--- config.mk ---
export PLATFORM = sky130hd
export DESIGN_NAME = max_rgb_white_balance_core
export DESIGN_NICKNAME = d
export VERILOG_FILES = /design/src/rtl/wbal_pkg.sv /design/src/rtl/max_rgb_white_balance_core.sv /design/src/rtl/wbal_front.sv /design/src/rtl/wbal_queue.sv /design/src/rtl/wbal_back.sv
export SDC_FILE = /design/constraint.sdc
export NUM_CORES = 1
export LEC_CHECK = 0
export ABC_AREA = 1
export CAP_MARGIN = 20
export CORE_ASPECT_RATIO = 0.7
export CORE_MARGIN = 2
export CORE_UTILIZATION = 25
export DETAILED_ROUTE_END_ITERATION = 8
export DONT_BUFFER_PORTS = 1
export PLACE_DENSITY = 0.52
export SETUP_SLACK_MARGIN = 0.15
export SYNTH_ARGS = -nofsm -noshare
export SYNTH_HDL_FRONTEND = slang
export SYNTH_SLANG_ARGS = --single-unit
--- constraint.sdc ---
create_clock -name clk -period 3.76 [get_ports clk]
set_input_delay 0.564 -clock clk [delete_from_list [all_inputs] [get_ports clk]]
set_output_delay 0.564 -clock clk [all_outputs]
set_load 0.01 [all_outputs]
--- src/rtl/wbal_pkg.sv ---
`timescale 1ns / 1ps
`default_nettype none

package wbal_pkg;

  localparam int NCH       = 3;   // blue, green, red
  localparam int PIX_W     = 8;
  localparam int PROD_W    = 2 * PIX_W;
  localparam int DIV_STEPS = PIX_W;
  localparam int CNT_W     = $clog2(DIV_STEPS);
  localparam int QUEUE_DEPTH_DEF = 2;

  localparam logic [PIX_W-1:0] PIX_MAX  = {PIX_W{1'b1}};
  localparam logic [PIX_W-1:0] PIX_ZERO = '0;

  localparam logic [CNT_W-1:0] LAST_STEP = CNT_W'(DIV_STEPS - 1);

  typedef logic [PIX_W-1:0] pix_t;

  typedef enum logic [1:0] {
    ACT_MEASURE = 2'd0,
    ACT_CORRECT = 2'd1,
    ACT_END     = 2'd2
  } action_t;

  typedef struct packed {
    logic [1:0] action;
    pix_t       blue_in;
    pix_t       green_in;
    pix_t       red_in;
  } in_item_t;

  typedef struct packed {
    pix_t blue_out;
    pix_t green_out;
    pix_t red_out;
  } out_item_t;

  // one correct item with the latched maxima it was accepted against
  typedef struct packed {
    pix_t [NCH-1:0] pix;
    pix_t [NCH-1:0] chmax;
    pix_t           overall;
  } work_t;

  typedef enum logic [2:0] {
    ST_IDLE,
    ST_MULT,
    ST_PREP,
    ST_DIV,
    ST_HOLD
  } back_state_t;

  typedef struct packed {
    logic deq;
    logic load_work;
    logic do_mult;
    logic do_prep;
    logic do_step;
    logic do_out;
  } back_ctl_t;

endpackage

`default_nettype wire

--- src/rtl/max_rgb_white_balance_core.sv ---
// White-patch (max-RGB) white balance for 8-bit blue/green/red pixels.
// Input queue: drive in_item and raise push; the item transfers on a
// clock edge where push is high and full is low. Action measure folds the
// pixel into per-channel running maxima, action end latches those maxima
// and clears the running ones, action correct produces one result.
// Measure and end items are absorbed in the cycle they transfer.
// Result queue: while empty is low, out_item holds the oldest result; it
// transfers on an edge where pop is high. Each correct item yields
// floor(pixel * overall_max / channel_max) per channel, saturated at 255,
// or the pixel itself where that channel's latched maximum is zero.
// Correct items are captured with the maxima in force when they transfer
// and wait in a short queue for a shared multiply / restoring-divide unit.
// That unit works on one correct item at a time (dequeue, 8-bit multiply,
// setup, 8 one-bit divide steps, output load) and takes the next one only
// once the result is loaded; measure and end items go at one per cycle
// while the queue has room. A stalled receiver fills the output register,
// then the queue, then full rises. Synchronous reset clears all maxima
// (every channel passes through) and empties both queues.
`timescale 1ns / 1ps
`default_nettype none

module max_rgb_white_balance_core #(
  parameter int QUEUE_DEPTH = wbal_pkg::QUEUE_DEPTH_DEF
) (
  input  wire logic                clk,
  input  wire logic                rst_n,
  input  wire logic                push,
  output logic                     full,
  input  wire wbal_pkg::in_item_t  in_item,
  output logic                     empty,
  input  wire logic                pop,
  output wbal_pkg::out_item_t      out_item
);

  logic            q_push, q_full, q_pop, q_empty;
  wbal_pkg::work_t q_wr_data, q_rd_data;

  assign full = q_full;

  wbal_front u_front (
    .clk     (clk),
    .rst_n   (rst_n),
    .push    (push),
    .in_item (in_item),
    .q_full  (q_full),
    .q_push  (q_push),
    .q_data  (q_wr_data)
  );

  wbal_queue #(
    .DEPTH (QUEUE_DEPTH)
  ) u_queue (
    .clk     (clk),
    .rst_n   (rst_n),
    .push    (q_push),
    .wr_data (q_wr_data),
    .full    (q_full),
    .pop     (q_pop),
    .rd_data (q_rd_data),
    .empty   (q_empty)
  );

  wbal_back u_back (
    .clk      (clk),
    .rst_n    (rst_n),
    .q_empty  (q_empty),
    .q_data   (q_rd_data),
    .q_pop    (q_pop),
    .empty    (empty),
    .pop      (pop),
    .out_item (out_item)
  );

endmodule

`default_nettype wire

--- src/rtl/wbal_front.sv ---
`timescale 1ns / 1ps
`default_nettype none

module wbal_front (
  input  wire logic              clk,
  input  wire logic              rst_n,
  input  wire logic              push,
  input  wire wbal_pkg::in_item_t in_item,
  input  wire logic              q_full,
  output logic                   q_push,
  output wbal_pkg::work_t        q_data
);

  wbal_pkg::pix_t [wbal_pkg::NCH-1:0] running_r, running_nxt;
  wbal_pkg::pix_t [wbal_pkg::NCH-1:0] latched_r, latched_nxt;
  wbal_pkg::pix_t [wbal_pkg::NCH-1:0] pix;
  wbal_pkg::pix_t                     ovr_bg;
  logic                               accept;

  assign pix[0] = in_item.blue_in;
  assign pix[1] = in_item.green_in;
  assign pix[2] = in_item.red_in;

  assign accept = push && !q_full;

  always_comb begin
    running_nxt = running_r;
    latched_nxt = latched_r;
    q_push      = 1'b0;
    if (accept) begin
      unique case (in_item.action)
        wbal_pkg::ACT_MEASURE: begin
          for (int c = 0; c < wbal_pkg::NCH; c++) begin
            running_nxt[c] = (pix[c] > running_r[c]) ? pix[c] : running_r[c];
          end
        end
        wbal_pkg::ACT_END: begin
          latched_nxt = running_r;
          running_nxt = '0;
        end
        wbal_pkg::ACT_CORRECT: begin
          q_push = 1'b1;
        end
        default: begin
          // unused code: drop
        end
      endcase
    end
  end

  assign ovr_bg = (latched_r[0] > latched_r[1]) ? latched_r[0] : latched_r[1];

  always_comb begin
    q_data.pix     = pix;
    q_data.chmax   = latched_r;
    q_data.overall = (ovr_bg > latched_r[2]) ? ovr_bg : latched_r[2];
  end

  always_ff @(posedge clk) begin
    if (!rst_n) begin
      running_r <= '0;
      latched_r <= '0;
    end else begin
      running_r <= running_nxt;
      latched_r <= latched_nxt;
    end
  end

endmodule

`default_nettype wire

--- src/rtl/wbal_queue.sv ---
`timescale 1ns / 1ps
`default_nettype none

module wbal_queue #(
  parameter int DEPTH = wbal_pkg::QUEUE_DEPTH_DEF
) (
  input  wire logic            clk,
  input  wire logic            rst_n,
  input  wire logic            push,
  input  wire wbal_pkg::work_t wr_data,
  output logic                 full,
  input  wire logic            pop,
  output wbal_pkg::work_t      rd_data,
  output logic                 empty
);

  localparam int PTR_W = (DEPTH > 1) ? $clog2(DEPTH) : 1;
  localparam int CNT_W = $clog2(DEPTH + 1);
  localparam logic [PTR_W-1:0] PTR_LAST = PTR_W'(DEPTH - 1);
  localparam logic [CNT_W-1:0] CNT_FULL = CNT_W'(DEPTH);

  wbal_pkg::work_t   mem_r [DEPTH];
  logic [PTR_W-1:0]  wr_ptr_r, wr_ptr_nxt;
  logic [PTR_W-1:0]  rd_ptr_r, rd_ptr_nxt;
  logic [CNT_W-1:0]  cnt_r, cnt_nxt;
  logic              do_push, do_pop;

  assign full    = (cnt_r == CNT_FULL);
  assign empty   = (cnt_r == '0);
  assign do_push = push && !full;
  assign do_pop  = pop && !empty;
  assign rd_data = mem_r[rd_ptr_r];

  always_comb begin
    wr_ptr_nxt = wr_ptr_r;
    rd_ptr_nxt = rd_ptr_r;
    cnt_nxt    = cnt_r;
    if (do_push) begin
      wr_ptr_nxt = (wr_ptr_r == PTR_LAST) ? '0 : wr_ptr_r + 1'b1;
    end
    if (do_pop) begin
      rd_ptr_nxt = (rd_ptr_r == PTR_LAST) ? '0 : rd_ptr_r + 1'b1;
    end
    priority if (do_push && !do_pop) begin
      cnt_nxt = cnt_r + 1'b1;
    end else if (do_pop && !do_push) begin
      cnt_nxt = cnt_r - 1'b1;
    end else begin
      cnt_nxt = cnt_r;
    end
  end

  always_ff @(posedge clk) begin
    if (!rst_n) begin
      wr_ptr_r <= '0;
      rd_ptr_r <= '0;
      cnt_r    <= '0;
    end else begin
      wr_ptr_r <= wr_ptr_nxt;
      rd_ptr_r <= rd_ptr_nxt;
      cnt_r    <= cnt_nxt;
    end
  end

  always_ff @(posedge clk) begin
    if (do_push) begin
      mem_r[wr_ptr_r] <= wr_data;
    end
  end

endmodule

`default_nettype wire

--- src/rtl/wbal_back.sv ---
`timescale 1ns / 1ps
`default_nettype none

module wbal_back (
  input  wire logic               clk,
  input  wire logic               rst_n,
  input  wire logic               q_empty,
  input  wire wbal_pkg::work_t    q_data,
  output logic                    q_pop,
  output logic                    empty,
  input  wire logic               pop,
  output wbal_pkg::out_item_t     out_item
);

  localparam int NCH   = wbal_pkg::NCH;
  localparam int PIX_W = wbal_pkg::PIX_W;

  wbal_pkg::back_state_t state_r, state_nxt;
  wbal_pkg::back_ctl_t   ctl;

  wbal_pkg::pix_t [NCH-1:0]          pix_r;
  wbal_pkg::pix_t [NCH-1:0]          chmax_r;
  wbal_pkg::pix_t                    ovr_r;
  logic [NCH-1:0][wbal_pkg::PROD_W-1:0] prod_r;
  wbal_pkg::pix_t [NCH-1:0]          rem_r;
  wbal_pkg::pix_t [NCH-1:0]          low_r;
  wbal_pkg::pix_t [NCH-1:0]          quo_r;
  logic [NCH-1:0]                    sat_r;
  logic [wbal_pkg::CNT_W-1:0]        cnt_r;
  wbal_pkg::out_item_t               out_item_r;
  logic                              out_valid_r;
  logic                              out_free;

  logic [NCH-1:0][PIX_W:0]           trial;
  logic [NCH-1:0]                    qbit;
  wbal_pkg::pix_t [NCH-1:0]          rem_step;
  wbal_pkg::pix_t [NCH-1:0]          res;

  assign out_free = !out_valid_r || pop;
  assign empty    = !out_valid_r;
  assign out_item = out_item_r;
  assign q_pop    = ctl.deq;

  always_comb begin
    state_nxt = state_r;
    unique case (state_r)
      wbal_pkg::ST_IDLE: if (!q_empty) state_nxt = wbal_pkg::ST_MULT;
      wbal_pkg::ST_MULT: state_nxt = wbal_pkg::ST_PREP;
      wbal_pkg::ST_PREP: state_nxt = wbal_pkg::ST_DIV;
      wbal_pkg::ST_DIV:  if (cnt_r == wbal_pkg::LAST_STEP) state_nxt = wbal_pkg::ST_HOLD;
      wbal_pkg::ST_HOLD: if (out_free) state_nxt = wbal_pkg::ST_IDLE;
      default:           state_nxt = wbal_pkg::ST_IDLE;
    endcase
  end

  always_comb begin
    ctl = '0;
    unique case (state_r)
      wbal_pkg::ST_IDLE: begin
        ctl.deq       = !q_empty;
        ctl.load_work = !q_empty;
      end
      wbal_pkg::ST_MULT: ctl.do_mult = 1'b1;
      wbal_pkg::ST_PREP: ctl.do_prep = 1'b1;
      wbal_pkg::ST_DIV:  ctl.do_step = 1'b1;
      wbal_pkg::ST_HOLD: ctl.do_out  = out_free;
      default: ;
    endcase
  end

  // one restoring step per channel; the remainder stays below chmax unless sat_r is set
  always_comb begin
    for (int c = 0; c < NCH; c++) begin
      trial[c]    = {rem_r[c], low_r[c][PIX_W-1]};
      qbit[c]     = (trial[c] >= {1'b0, chmax_r[c]});
      rem_step[c] = qbit[c] ? PIX_W'(trial[c] - {1'b0, chmax_r[c]})
                            : trial[c][PIX_W-1:0];
      if (chmax_r[c] == wbal_pkg::PIX_ZERO) begin
        res[c] = pix_r[c];
      end else if (sat_r[c]) begin
        res[c] = wbal_pkg::PIX_MAX;
      end else begin
        res[c] = quo_r[c];
      end
    end
  end

  always_ff @(posedge clk) begin
    if (!rst_n) begin
      state_r     <= wbal_pkg::ST_IDLE;
      out_valid_r <= 1'b0;
      cnt_r       <= '0;
    end else begin
      state_r <= state_nxt;
      if (ctl.do_out) begin
        out_valid_r <= 1'b1;
      end else if (pop) begin
        out_valid_r <= 1'b0;
      end
      if (ctl.do_prep) begin
        cnt_r <= '0;
      end else if (ctl.do_step) begin
        cnt_r <= cnt_r + 1'b1;
      end
    end
  end

  always_ff @(posedge clk) begin
    if (ctl.load_work) begin
      pix_r   <= q_data.pix;
      chmax_r <= q_data.chmax;
      ovr_r   <= q_data.overall;
    end
    for (int c = 0; c < NCH; c++) begin
      if (ctl.do_mult) begin
        prod_r[c] <= {{PIX_W{1'b0}}, pix_r[c]} * {{PIX_W{1'b0}}, ovr_r};
      end
      if (ctl.do_prep) begin
        // quotient reaches 256 exactly when the high byte is at least chmax
        sat_r[c] <= (prod_r[c][wbal_pkg::PROD_W-1:PIX_W] >= chmax_r[c]);
        rem_r[c] <= prod_r[c][wbal_pkg::PROD_W-1:PIX_W];
        low_r[c] <= prod_r[c][PIX_W-1:0];
        quo_r[c] <= '0;
      end else if (ctl.do_step) begin
        rem_r[c] <= rem_step[c];
        low_r[c] <= {low_r[c][PIX_W-2:0], 1'b0};
        quo_r[c] <= {quo_r[c][PIX_W-2:0], qbit[c]};
      end
    end
    if (ctl.do_out) begin
      out_item_r.blue_out  <= res[0];
      out_item_r.green_out <= res[1];
      out_item_r.red_out   <= res[2];
    end
  end

endmodule

`default_nettype wire
# Yosys cells after proc, flatten, opt, wreduce, memory -nomap -nowiden
# Memories as Yosys holds them, arrays and structs flattened. A register that Yosys moved wholly into a read port is not among the register bits.
# Index checks and enable logic that the tools add are counted.
dict set report totals {
  regBits 206
  ram_bits 112
  in_bits 30
  output_inout_bits 26
  word_cells 139
  mem_count 1
}
dict set report classes {
  addsub 8
  multipliers 3
  magnitude_cmp 11
  n_eq_ne 14
  mux 46
  n_bitwise 1
  reduce_logical 27
}
# memory depth word_bits read_ports rd_clocked_by_memory_dff wr line
set mem_list {}
lappend mem_list {u_queue.mem_r 2 56 1 1 1 wbal_queue.sv:22} ;# wbal_pkg::work_t mem_r [DEPTH];
# cell count
set op_table {}
lappend op_table {{$mux W8} 26}
lappend op_table {{$mul A8 B8 Y16} 3}
lappend op_table {{$pmux W24 S2} 1}
lappend op_table {{$gt A8 B8 Y1} 5}
lappend op_table {{$ge A9 B8 Y1} 3}
lappend op_table {{$ge A8 B8 Y1} 3}
lappend op_table {{$logic_not A8 Y1} 3}
lappend op_table {{$sub A8 B8 Y8} 3}
lappend op_table {{$pmux W3 S5} 1}
lappend op_table {{$mux W1} 12}
lappend op_table {{$reduce_and A3 Y1} 4}
lappend op_table {{$ne A2 B1 Y1 const B} 5}
lappend op_table {{$mux W3} 3}
lappend op_table {{$reduce_bool A2 Y1} 4}
lappend op_table {{$eq A3 B2 Y1 const B} 2}
lappend op_table {{$eq A3 B3 Y1 const B} 2}
lappend op_table {{$mux W2} 3}
lappend op_table {{$logic_and A1 B1 Y1} 5}
lappend op_table {{$logic_not A1 Y1} 5}
lappend op_table {{$eq A2 B2 Y1 const B} 2}
lappend op_table {{$logic_not A2 Y1} 2}
lappend op_table {{$add A3 B1 Y3 const B} 1}
lappend op_table {{$eq A3 B1 Y1 const B} 1}
lappend op_table {{$logic_not A3 Y1} 1}
lappend op_table {{9 further kinds} 10}

# Depth between registers and ports, before layout
dict set report depth {
  ltp_word 9
  mapped_depth 21
  mapped_depth_nobuf 20
}

# Cells and area by module
# From an unflattened synthesis, not the netlist that was laid out.
dict set report hier_totals {
  hier_cells 2621
  area_unflattened_um2 24382.1
}
# mod n_inst cells_per_inst area_each_um2 seq_area_each_um2
set by_module_without_submodules {}
lappend by_module_without_submodules {wbal_back 1 1905 16291.9 5995.8}
lappend by_module_without_submodules {wbal_queue 1 212 4450.5 3463.3}
lappend by_module_without_submodules {wbal_front 1 504 3639.7 960.9}

# Least setup slack after synthesis
# OpenSTA, ideal clock, no wires.
dict set report synth_path {
  path_type {register -> register}
  from {reg u_back.ovr_r[7], read port of u_queue.mem_r}
  to {reg u_back.prod_r[12] (netlist bit), data pin}
  setup_time_ns 0.259
  t_arrival_ns 3.873
  required_ns 3.501
  slack_ns -0.372
  stages_incl_launch_ff 16
  n_path_buf 1
  synth_period_minus_slack_ns 4.132
  path_cell_list {edfxtp_1 > clkbuf_1 > nand2_1 > fa_1 > fa_1 > inv_1 > fa_1 > inv_1 > fa_1 > inv_1 > ha_1 > a21oi_1 > o21ai_0 > nand2_1 > nand3_1 > xor2_1}
}
dict set report synth_via {
  elab_chain_len 1
}
# element line
set synth_rtl {}
lappend synth_rtl {{start, declared} wbal_back.sv:23} ;# wbal_pkg::pix_t ovr_r;
lappend synth_rtl {{$mul A8 B8 Y16} wbal_back.sv:116} ;# prod_r[c] <= {{PIX_W{1'b0}}, pix_r[c]} * {{PIX_W{1'b0}}, ovr_r};
lappend synth_rtl {{end signal, assigned by index} wbal_back.sv:116}
lappend synth_rtl {{end, declared} wbal_back.sv:24} ;# logic [NCH-1:0][wbal_pkg::PROD_W-1:0] prod_r;
# Every way passes these cells.
# A chain may end at the register's enable or synchronous reset.

# Final worst setup path
dict set report layout_path {
  from {reg u_back.pix_r[17] (netlist bit), read port of u_queue.mem_r}
  to {reg u_back.prod_r[44] (netlist bit), data pin}
}
dict set report layout_via {
  elab_chain_len 1
}
# element line
set layout_rtl {}
lappend layout_rtl {{start, declared} wbal_back.sv:21} ;# wbal_pkg::pix_t [NCH-1:0] pix_r;
lappend layout_rtl {{$mul A8 B8 Y16} wbal_back.sv:116}
# Every way passes these cells.

==> flow_metrics.tcl <==
set metrics [dict create \
    setup_tns_ps -2530 \
    critPathRequiredTime_ps 4070 \
    first_pass_iters 5 \
    numCtsBuffers 37 \
    portBuffers 0 \
    ys_types 45 \
    cp_cell_sequence "buf_6 > nand2_1 > fa_1 > fa_1 > fa_2 > fa_1 > inv_2 > ha_4 > a21oi_4 > o21ai_2 > nand2_1 > nand4_1 > xor2_1" \
    fmax_mhz 253 \
    initial_core_util_pct 25.2 \
    layout-drive-gt1-share_pct 14.2 \
    clock_skew_ps 30.9 \
    cp.arrival_ps 4260 \
    cts_tree "built" \
    worst_slack_ps -185 \
    clockBufferDepth 3 \
    fillerInstances 9808 \
    hold_buffers 0 \
    routed_wl_um 62400 \
    finalHoldViolCount 0 \
    status "complete, but fails checks" \
    clock_sink_count 374 \
    syn2layout_area_growth_pct 19.6 \
    grt_pass1_vias 16300 \
    grt_pass1_wl_um 96800 \
    ys_seq_elements 374 \
    cpLargestDelayFamily "adder cells" \
    via_per_inst 4.23 \
    io_pins 56 \
    h-tree-depth 2 \
    synth-async-reset-ratio_pct 0 \
    startpoint_type "flop" \
    grt_max_degree 70 \
    yosysMostFrequentCell "nand2_1" \
    globalplace.congestion 0.833 \
    synth_common_cells "nand2_1, inv_1, edfxtp_1, ha_1, nor2_1" \
    drc_errors 0 \
    met2_length_um 22000 \
    antenna_left 0 \
    top_layer "met4" \
    overflow 0 \
    hold_path.class "input port to flop" \
    antenna_found_initial 7 \
    cp_common_cell "fa_1" \
    core.rowCount 94 \
    synth-warning-count 0 \
    syn_avg_cell_area_um2 8.83 \
    clk_pin_slew_worst_paths_ps 70 \
    drt-met1-wl_um 34700 \
    final_max_slew_viol_count 0 \
    worstPathMaxFanout 4 \
    vias 17200 \
    grtUsageTotal_pct 12.9 \
    slowest_delay_ps 560 \
    setup_viol_count_final 25 \
    worst-setup-path-type "flop to flop" \
    critPathCaptureType "flop" \
    synthesis.nets 3023 \
    drv_cap 0 \
    dieWidth_um 372 \
    rsz0062_at_grt "true" \
    synthTopCellsByArea "edfxtp_1, nand2_1, ha_1" \
    yosys.area.top_type "edfxtp_1" \
    die_height_um 262 \
    synth_edf_count 291 \
    violations "setup timing" \
    clk_latency_ps 580 \
    core_mm2 0.0940 \
    finalCritPeriodShare_pct 105 \
    cp.buffers_inverters 2 \
    drtIter0Drc 1435 \
    tightest_slew_ps 1090 \
    synth-seq-area-share_pct 43.9 \
    root_buffer "clkbuf_16" \
    met3_length_um 5120 \
    wl_per_cell_um 15.4 \
    synth_cells 2683 \
    relSlewSlack_pct 27.5 \
    dpl.hpwl_um 46300 \
    period_minus_slack_ps 3950 \
    nets 3122 \
    slowest_stage "fa_1" \
    netlist_area_mm2 0.0237 \
    synth_ff_type "edfxtp_1" \
    dieArea_mm2 0.0972 \
    synth_top_area_share_pct 36.9 \
]
-- cells by family after synthesis --
family | after synthesis | synth area share (%)
AND/OR/NAND/NOR | 1134 | 19.6
buffers and inverters | 595 | 9.75
AO/OA/AOI/OAI | 228 | 5.28
adder cells (fa/ha/maj) | 310 | 19.9
XOR/XNOR | 42 | 1.55
flip-flops | 374 | 43.9
-- metal layers --
metal / GRT usage [%] / up-vias
li1: - / 8661
met1: 21.5 / 8034
met2: 16.3 / 417
met3: 3.32 / 52
met4: 1.68 / 0
met5: 0 / -
-- final timing paths --
path / start / to / slack, ps / depth (start not counted)
worst max-delay path: u_back.pix_r[17] / u_back.prod_r[44] / -190 / 13
worst min-delay path: in_item[15] / u_queue.mem_r[0][47] / 90 / 0
worst max register to register: u_back.pix_r[17] / u_back.prod_r[44] / -190 / 13
worst min register to register: u_back.cnt_r[2] / u_back.cnt_r[2] / 470 / 2
-- cell usage in the layout, fill, tap and decap left out, types with 12 or more instances in the layout --
| cell | n |
|---|---|
| dfxtp_1 | 82 |
| a21oi_4 | 12 |
| o21ai_0 | 40 |
| fa_1 | 103 |
| buf_6 | 13 |
| xnor2_1 | 15 |
| ha_4 | 25 |
| clkbuf_16 | 41 |
| buf_4 | 124 |
| a21oi_2 | 14 |
| nand2_2 | 37 |
| nand3b_1 | 16 |
| ha_1 | 172 |
| edfxtp_1 | 291 |
| clkbuf_1 | 12 |
| nor2_1 | 141 |
| a21oi_1 | 101 |
| nand3_1 | 101 |
| o22ai_1 | 18 |
| nand4_1 | 17 |
| xor2_1 | 26 |
| inv_2 | 38 |
| inv_1 | 465 |
| nand2_1 | 756 |
| buf_12 | 12 |
| nand2_4 | 12 |
-- registers in the layout, summed over array words and instances, names as in the netlist --
| register | cells |
|---|---|
| u_queue.mem_r | 112 |
| u_back.prod_r | 48 |
| u_back.chmax_r | 24 |
| u_back.low_r | 24 |
| u_back.out_item | 24 |
| u_back.pix_r | 24 |
| u_back.quo_r | 24 |
| u_back.rem_r | 24 |
| u_front.q_data | 24 |
| u_front.running_r | 24 |
| u_back.ovr_r | 8 |
| u_back.cnt_r | 3 |
| u_back.sat_r | 3 |
| u_back.state_r | 3 |
| u_queue.cnt_r | 2 |
| u_back.out_valid_r | 1 |
| u_queue.rd_ptr_r | 1 |
| u_queue.wr_ptr_r | 1 |
-- area by class of cell --
type	instances	area (um^2)	share of cell area, %
flip-flops and latches	374	10400	36.7
clock buffers	52	1050	3.69
multi-input cells	1714	11900	41.8
diodes	1	2.50	0.00883
clock inverters	16	224	0.791
inverters	505	1900	6.69
well taps	1248	1560	5.51
repair buffers	150	1340	4.74
-- repair_timing --
item / in CTS / in global routing
cloned: 0 / 1
resized for setup: 83 / 55
buffers inserted: 10 / 6
endpoints found under the hold margin: 0 / 0
endpoints found under the setup margin: 30 / 36
pin swaps: 26 / 25
-- metrics by stage --
step	setup WS, ps	instance area, um^2	hold slack [ps]	utilization (%)	cells
finish	-185	28300	89.4	30.1	4060
global route	-329	28300	53.1	30.1	4059
CTS	-168	28100	60.0	29.9	4052
detailed placement	-363	26300	461	28.0	3974
global placement	-305	26300	460	28.0	3974
floorplan	-42.8	24100	442	-	2683
Power is not shown: default switching activity piles up to over one toggle a cycle in this logic, so the estimate is an artifact.
